<file path="config.mk">
export PLATFORM = sky130hd
export DESIGN_NAME = pfde_ctrl
export DESIGN_NICKNAME = d
export VERILOG_FILES = /design/src/design/pfde_pkg.sv /design/src/design/pfde_ctrl.sv
export SDC_FILE = /design/constraint.sdc
export NUM_CORES = 1
export LEC_CHECK = 0
export ABC_AREA = 1
export BUFFER_PORTS_ARGS = -buffer_cell sky130_fd_sc_hd__buf_2
export CORE_AREA = 3 3 40 42
export DETAILED_ROUTE_END_ITERATION = 8
export DIE_AREA = 0 0 43 45
export MAX_ROUTING_LAYER = met4
export PLACE_DENSITY_LB_ADDON = 0.12
export SYNTH_ARGS = -nofsm -noshare
export SYNTH_HDL_FRONTEND = slang
export SYNTH_SLANG_ARGS = --single-unit
</file>
<file path="constraint.sdc">
create_clock -name i_clk -period 1.6 [get_ports i_clk]
set_clock_uncertainty 0.05 [all_clocks]
set_input_delay 0.32 -clock i_clk [delete_from_list [all_inputs] [get_ports i_clk]]
set_output_delay 0.32 -clock i_clk [all_outputs]
set_load 0.005 [all_outputs]
</file>
<file path="src/design/pfde_pkg.sv">
package pfde_pkg;

    // Default geometry
    localparam int DEF_COLUMNS = 128;
    localparam int DEF_PAGES   = 8;

    // Command codes
    localparam logic [2:0] CMD_CLEAR_AREA = 3'd0;
    localparam logic [2:0] CMD_BLIT_BYTE  = 3'd1;
    localparam logic [2:0] CMD_SET_PIXEL  = 3'd2;
    localparam logic [2:0] CMD_GET_PIXEL  = 3'd3;
    localparam logic [2:0] CMD_READ_BYTE  = 3'd4;

    // Controller to datapath
    typedef struct packed {
        logic load;       // capture a new command
        logic sweep_wr;   // write zero at the sweep address
        logic rd_en;      // issue a store read
        logic wr_en;      // write back the modified byte
        logic capture;    // latch read data into the result
        logic advance;    // step to the next page / column
        logic clip_load;  // latch the clip flag
    } t_dp_ctrl;

    // Datapath to controller
    typedef struct packed {
        logic empty;       // command touches no store byte
        logic last;        // current byte is the final one
        logic is_write;    // command modifies the store
        logic sweep_last;  // sweep reached the final address
    } t_dp_status;

endpackage

</file>
<file path="src/design/pfde_ctrl.sv">
module pfde_ctrl import pfde_pkg::*; (
    input  logic       i_clk,
    input  logic       i_rst_n,
    input  logic       start,
    output logic       busy,
    output logic       o_done,
    output t_dp_ctrl   o_ctrl,
    input  t_dp_status i_status
);

    localparam logic [2:0] S_SWEEP  = 3'd0;
    localparam logic [2:0] S_IDLE   = 3'd1;
    localparam logic [2:0] S_ACCESS = 3'd2;
    localparam logic [2:0] S_MODIFY = 3'd3;
    localparam logic [2:0] S_FIN    = 3'd4;

    logic [2:0] r_state;
    logic [2:0] n_state;

    // State register; reset starts the store clearing sweep
    always_ff @(posedge i_clk) begin
        if (!i_rst_n) begin
            r_state <= S_SWEEP;
        end else begin
            r_state <= n_state;
        end
    end

    // Next state and datapath commands
    always_comb begin
        n_state = r_state;
        o_ctrl  = '0;
        case (r_state)
            S_SWEEP: begin
                o_ctrl.sweep_wr = 1'b1;
                if (i_status.sweep_last) begin
                    n_state = S_IDLE;
                end
            end
            S_IDLE: begin
                if (start) begin
                    o_ctrl.load = 1'b1;
                    n_state     = S_ACCESS;
                end
            end
            S_ACCESS: begin
                o_ctrl.clip_load = 1'b1;
                if (i_status.empty) begin
                    n_state = S_FIN;
                end else begin
                    o_ctrl.rd_en = 1'b1;
                    n_state      = S_MODIFY;
                end
            end
            S_MODIFY: begin
                if (i_status.is_write) begin
                    o_ctrl.wr_en   = 1'b1;
                    o_ctrl.advance = 1'b1;
                    n_state        = i_status.last ? S_FIN : S_ACCESS;
                end else begin
                    o_ctrl.capture = 1'b1;
                    n_state        = S_FIN;
                end
            end
            S_FIN: begin
                n_state = S_IDLE;
            end
            default: begin
                n_state = S_IDLE;
            end
        endcase
    end

    assign busy   = (r_state != S_IDLE);
    assign o_done = (r_state == S_FIN);

endmodule

</file>
Word-level counts from Yosys, hierarchy flattened. Index checks and enable logic that the tools add are counted.

Word-level logic and storage cells: 25. Bits in registers: 3. Output and inout port bits: 9. Input port bits: 7.

Muxes and demuxes: 15. Reduce and logical (&&, ||, !) cells: 2. Eq/ne operators: 7.

Operators with widths (number): $mux 3 (6); $pmux 3 s4 (1); $mux 1 (8); $eq 3x2->1 const B (2); $ne 2x2->1 const B (2); $eq 3x1->1 const B (1); $eq 3x3->1 const B (1); $logic_not 3->1 (1); $ne 3x1->1 const B (1); $reduce_and 2->1 (1).

Logic depth before layout (Yosys ltp). Gate-level depths: netlist of run 1.

Word-level depth: 3. Depth in mapped cells: 6. Mapped depth without buffers: 6.

Worst setup path before layout of run 1. Ideal clock, no wire load.

Path kind: flip-flop to output port. Start: register r_state[0]. End: output port o_ctrl[3] (netlist name). Cell stages (with the launch flop): 6. Data required time: 1230 ps. Setup slack: 354 ps. Buffers on the path: 1. Arrival: 876 ps. Cells stage by stage: dfxtp_1 > nand2_1 > nor2_2 > inv_1 > nor2_1 > buf_4.

RTL lines: start, declared (RTL line pfde_ctrl.sv:17) `logic [2:0] r_state;`; start signal, assigned (RTL line pfde_ctrl.sv:25) `r_state <= n_state;`; end, declared (RTL line pfde_ctrl.sv:7) `output t_dp_ctrl o_ctrl,`.

==> results of run 1 <==
-- report_power, final --
| group | total (mW) | internal (mW) | switching, mW | leakage [nW] |
|---|---|---|---|---|
| sequential | 0.0850 | 0.0799 | 0.00518 | 0.0252 |
| clock | 0.129 | 0.0932 | 0.0358 | 0.0150 |
| combinational | 0.0524 | 0.0227 | 0.0297 | 0.145 |
| total | 0.266 | 0.196 | 0.0707 | 0.185 |
-- area by class of cell --
type	instances	area (um^2)	area share [%]
flip-flops and latches	3	62.6	18.2
multi-input cells	27	134	39.1
inverters	7	26.3	7.66
clock buffers	4	26.3	7.66
well taps	15	18.8	5.47
repair buffers	15	75.1	21.9
-- metrics by stage --
step	setup WS, ps	cell area (um^2)	util (%)	hold slack, ps
5_1_grt	54.9	343	26.7	320
6_report	172	343	26.7	317
4_1_cts	78.6	340	26.5	312
3_3_place_gp	311	314	24.4	559
3_5_place_dp	333	314	24.4	556
2_1_floorplan	354	228	-	412
-- worst max-delay path, cell delays in order, from the launching register on --
cell     delay, ps
dfxtp_2        360
nand2_1         70
nor2_2         110
inv_1           70
nor2_1         100
buf_2          120
-- placed cells by master (no fill, tap or decap) --
cell type	instances
a21oi_2	1
buf_2	15
clkbuf_1	1
clkbuf_4	3
dfxtp_1	1
dfxtp_2	2
inv_1	5
inv_2	2
nand2_1	7
nand3_1	1
nand3_2	2
nor2_1	9
nor2_2	4
nor3_1	1
o21ai_0	1
o21ai_1	1
-- kinds of logic (layout without fill, tap and decap cells) --
kind of cell           after synthesis  count (layout)  synth area share [%]
DFF                                  3               3                  26.4
AOI/OAI and AO/OA                    3               3                  8.24
buffers and inverters                8              26                  14.8
and+or+nand+nor                     24              24                  50.5
-- routing by layer --
| metal | wire length (um) | GRT usage (%) |
|---|---|---|
| met5 | 0 | - |
| met2 | 214 | 9.58 |
| met4 | 0 | 7.23 |
| met1 | 296 | 8.65 |
| met3 | 56 | 2.39 |
-- worst max-delay path by stage --
stage                       startpoint        end  slack [ps]  cells past startpoint
2_1_floorplan  r_state[0]$_SDFFE_PN0P_  o_ctrl[3]         350                      5
3_3_place_gp   r_state[1]$_SDFFE_PN0P_  o_ctrl[1]         310                      5
6_report       r_state[0]$_SDFFE_PN0P_  o_ctrl[3]         170                      5
4_1_cts        r_state[1]$_SDFFE_PN0P_  o_ctrl[3]          80                      5
3_5_place_dp   r_state[1]$_SDFFE_PN0P_  o_ctrl[3]         330                      5
5_1_grt        r_state[0]$_SDFFE_PN0P_  o_ctrl[3]          50                      5
==> metrics, run 1 <==
Mapped Area=228 um^2; H-tree Lvls=1; Final Hold Vio Count=0; fin crit share=89.3%; most common library cells after synthesis=nor2_1 (9), nand2_1 (7), inv_1 (5), nor2_2 (4), dfxtp_1 (3); top flop regs=r_state x3; Min-Delay Path Class=primary input to flop; largest net degree at the start of global routing=7; routed len/inst=7.97 um; pwr/cell area=777 nW/um^2; Layout Cells excl Fill=71; r2r worst-path depth=4; Core Rows=13; number of synthesized register bits=3; gr usage total=7.37%; type of origin of the critical path=flop; die area=1940 um^2; Ys Warns=0; reg2reg end=r_state[0]$_SDFFE_PN0P_; Synth Flop Type=dfxtp_1; P&R area growth vs syn=50.5%; vias in the first global route=248; Top reg by flops=r_state; WP data required=1230 ps; unrepaired setup endpoints after global routing=no; reg2reg setup slack=610 ps; die height=45 um; Final min period=1430 ps; drt drc=0; Detailed Route WL=566 um; Via density=3.65; Antenna Nets Post-Route=0; Total Neg Setup Slack=0 ps; Min-Delay Startpoint=i_rst_n; Core ar.=1280 um^2; flip-flop count of the largest register after layout=3; sequential area share after synthesis=26.4%; dominant cell by count in the synthesized netlist=nor2_1; ANT cells=0; clock sinks=3; max_cap viols=0; syn nets=45; CP Class=flop to output port; initial antenna violation count=0; Max Fclk=700 MHz; Unique masters post-synth=13; initial core utilization=17.7%; Hold EP=r_state[0]$_SDFFE_PN0P_; biggest area consumer among synthesized cells=dfxtp_1; worst r2r src=r_state[1]$_SDFFE_PN0P_; first-pass GRT wire length=979 um; slew margin rel.=86.9%; Pins Over Slew Limit=0; number of synthesized flops with an enable pin=0; hpwl dp=472 um; first drt pass iteration count=2; VDD IR max=0.000171 V; CTS Root Cell=clkbuf_4; CTS max path bufs=2; Buffers on Ports=15; layout cells sized above 1=51.8%; CTS resizes=0; GPL Wtd Cong=0.615; final total power=266 uW; Lkg Pwr=0.185 nW; Layout Nets=64; average size of a mapped cell=5.99 um^2; Synth Instances=38; Post-CTS Hold Buffers=0; Min-Delay Path Depth=3; clk_lat worst skew=230 ps; TritonCTS clock tree=yes; number of CTS-inserted buffers=3; Critical Path End Type=output port; top-area cell type share of the netlist area=26.4%; dpl cells=67; largest fanout on the critical path=6; final setup vio count=0; Detailed Route Iter0 Violations=1; Synth area leaders=dfxtp_1 (26%), nor2_1 (15%), nand2_1 (12%); chip width=43 um; global route overflow=0; # fillers=147; Post-synth ARST share=0%; num ports=16; outcome=complete, no violations; vias=259; Worst EP arrival=1060 ps; clock transition at the registers of the reported paths=40 ps; post-CTS setup buffers=0; Worst-Margin Slew=196 ps
No activity file was read; power rests on OpenSTA's default activity.
==> run 2: changes to the inputs <==
Settings changed: PLACE_DENSITY_LB_ADDON 0.12 to unset.
==> run 2 against run 1 <==
Against the previous run: global-route usage decreased by 0.60 points; utilization unchanged; sequential share of layout area unchanged; largest cell class unchanged.
==> metrics, run 2 (synthesized netlist as in run 1, its figures left out) <==
outcome=complete, no violations; final setup vio count=0 (unchanged); slew margin rel.=86.8% (about the same); CP Class=flop to output port; Core ar.=1280 um^2 (unchanged); Core Rows=13 (unchanged); largest fanout on the critical path=6 (unchanged); CTS max path bufs=2 (unchanged); Final min period=1440 ps (+13.9 ps); die area=1940 um^2 (unchanged); global route overflow=0 (unchanged); footprint of the multi-input gates=134 um^2 (unchanged); die height=45 um (unchanged); layout cells sized above 1=51.8% (unchanged); VDD IR max=0.000281 V (+65%); CP bufs+invs=2 (unchanged); Detailed Route WL=584 um (+3.2%); chip width=43 um (unchanged); largest net degree at the start of global routing=7 (unchanged); commonest non-fill, non-tap cell in the layout=buf_2; Min-Delay Path Class=primary input to flop; Critical Path End Type=output port; vias=264 (+1.9%); Lkg Pwr=0.185 nW (unchanged); routed len/inst=8.23 um (+3.2%); FF/Latch Area=62.6 um^2 (unchanged); gr usage total=6.77% (-0.60 points); CTS Root Cell=clkbuf_4; Buffers on Ports=15 (unchanged); Top reg by flops=r_state; Total Neg Setup Slack=0 ps (unchanged); initial antenna violation count=0 (unchanged); WP data required=1230 ps (about the same); Max Fclk=694 MHz (-0.96%); CP max stage delay=360 ps (about the same); num ports=16 (unchanged); delay-heaviest family, CP=flip-flops; clock transition at the registers of the reported paths=40 ps (about the same); crit path cell chain=nand2_1 > nor2_2 > inv_1 > nor2_1 > buf_2; hpwl dp=479 um (+1.5%); final core occ=26.7% (unchanged); first drt pass iteration count=2 (unchanged); max_cap viols=0 (unchanged); Antenna Nets Post-Route=0 (unchanged); P&R area growth vs syn=50.5% (unchanged); Detailed Route Iter0 Violations=2 (+1); GPL Wtd Cong=0.721 (+17%); M3 GR Usage=2.39% (unchanged); met1 usage=6.97% (-1.7 points); slowest cell on the critical path=dfxtp_2; TritonCTS clock tree=yes; drt drc=0 (unchanged); grt met2 use=9.58% (unchanged); post-CTS setup buffers=0 (unchanged); # fillers=149 (+1.4%); Via density=3.72 (+1.9%); final total power=274 uW (+2.9%); clock sinks=3 (unchanged); pwr/cell area=800 nW/um^2 (+2.9%); first-pass GRT wire length=890 um (-9.1%); H-tree Lvls=1 (unchanged); unrepaired setup endpoints after global routing=no; Worst-Margin Slew=198 ps (+1.29 ps); ANT cells=0 (unchanged); vias in the first global route=238 (-4.0%); grt peak-use layer=met2; initial core utilization=17.7% (unchanged); type of origin of the critical path=flop; Worst EP arrival=1070 ps (about the same); top flop regs=r_state x3; Post-CTS Hold Buffers=0 (unchanged); fin crit share=90.1% (+0.87 points); clk_lat worst skew=240 ps (about the same); number of CTS-inserted buffers=3 (unchanged); Layout Nets=64 (unchanged); Final Hold Vio Count=0 (unchanged); most frequent cells in the layout=buf_2 (15), nor2_1 (9), nand2_1 (7), inv_1 (5), nor2_2 (4); Pins Over Slew Limit=0 (unchanged); flip-flop count of the largest register after layout=3 (unchanged)
==> run 2: final cells by class <==
type,count,share of cell area [%]
inverter,7,7.66
clock buffer,4,7.66
timing repair buffer,15,21.9
sequential,3,18.2
tap,15,5.47
multi-input combinational,27,39.1
==> run 2: where the power goes <==
group          switching [mW]  total [mW]  leakage, nW  internal, mW
combinational          0.0298      0.0525        0.145        0.0227
sequential            0.00490      0.0847       0.0252        0.0798
clock                  0.0433       0.137       0.0150        0.0937
total                  0.0780       0.274        0.185         0.196
==> run 2: worst reg2reg max path: stages, from the launching register on <==
cell and delay (ps):
dfxtp_2 330, nor2_1 180, nand2_1 90, o21ai_0 160, nor2_1 70
==> run 2: repair_timing <==
item,CTS,global route
hold endpoints to repair,0,0
gates resized for setup,0,2
setup endpoints to repair,0,2
==> run 2: through the flow <==
stage	cells	worst slack (ps)	cell area, um^2	hold slack [ps]
final	71	158	343	299
after global placement	67	363	314	556
after detailed placement	67	353	314	556
after floorplan	38	354	228	412
after CTS	71	88.2	340	304
after global routing	71	30.4	343	311
==> run 2: final timing paths <==
kind,from,to,slack [ps],cells past startpoint
worst min-delay path,i_rst_n,r_state[0]$_SDFFE_PN0P_,300,3
worst min register to register,r_state[1]$_SDFFE_PN0P_,r_state[2]$_SDFFE_PN0P_,580,4
worst max register to register,r_state[1]$_SDFFE_PN0P_,r_state[0]$_SDFFE_PN0P_,610,4
worst max-delay path,r_state[0]$_SDFFE_PN0P_,o_ctrl[1],160,5
==> run 2: per-layer routing <==
| layer | routed length [um] | up-vias | share of wire [%] |
|---|---|---|---|
| met4 | 23 | 0 | 3.9 |
| met1 | 252 | 101 | 43 |
| met2 | 254 | 12 | 43 |
| met5 | 0 | - | 0 |
| li1 | - | 149 | - |
| met3 | 54 | 2 | 9.2 |
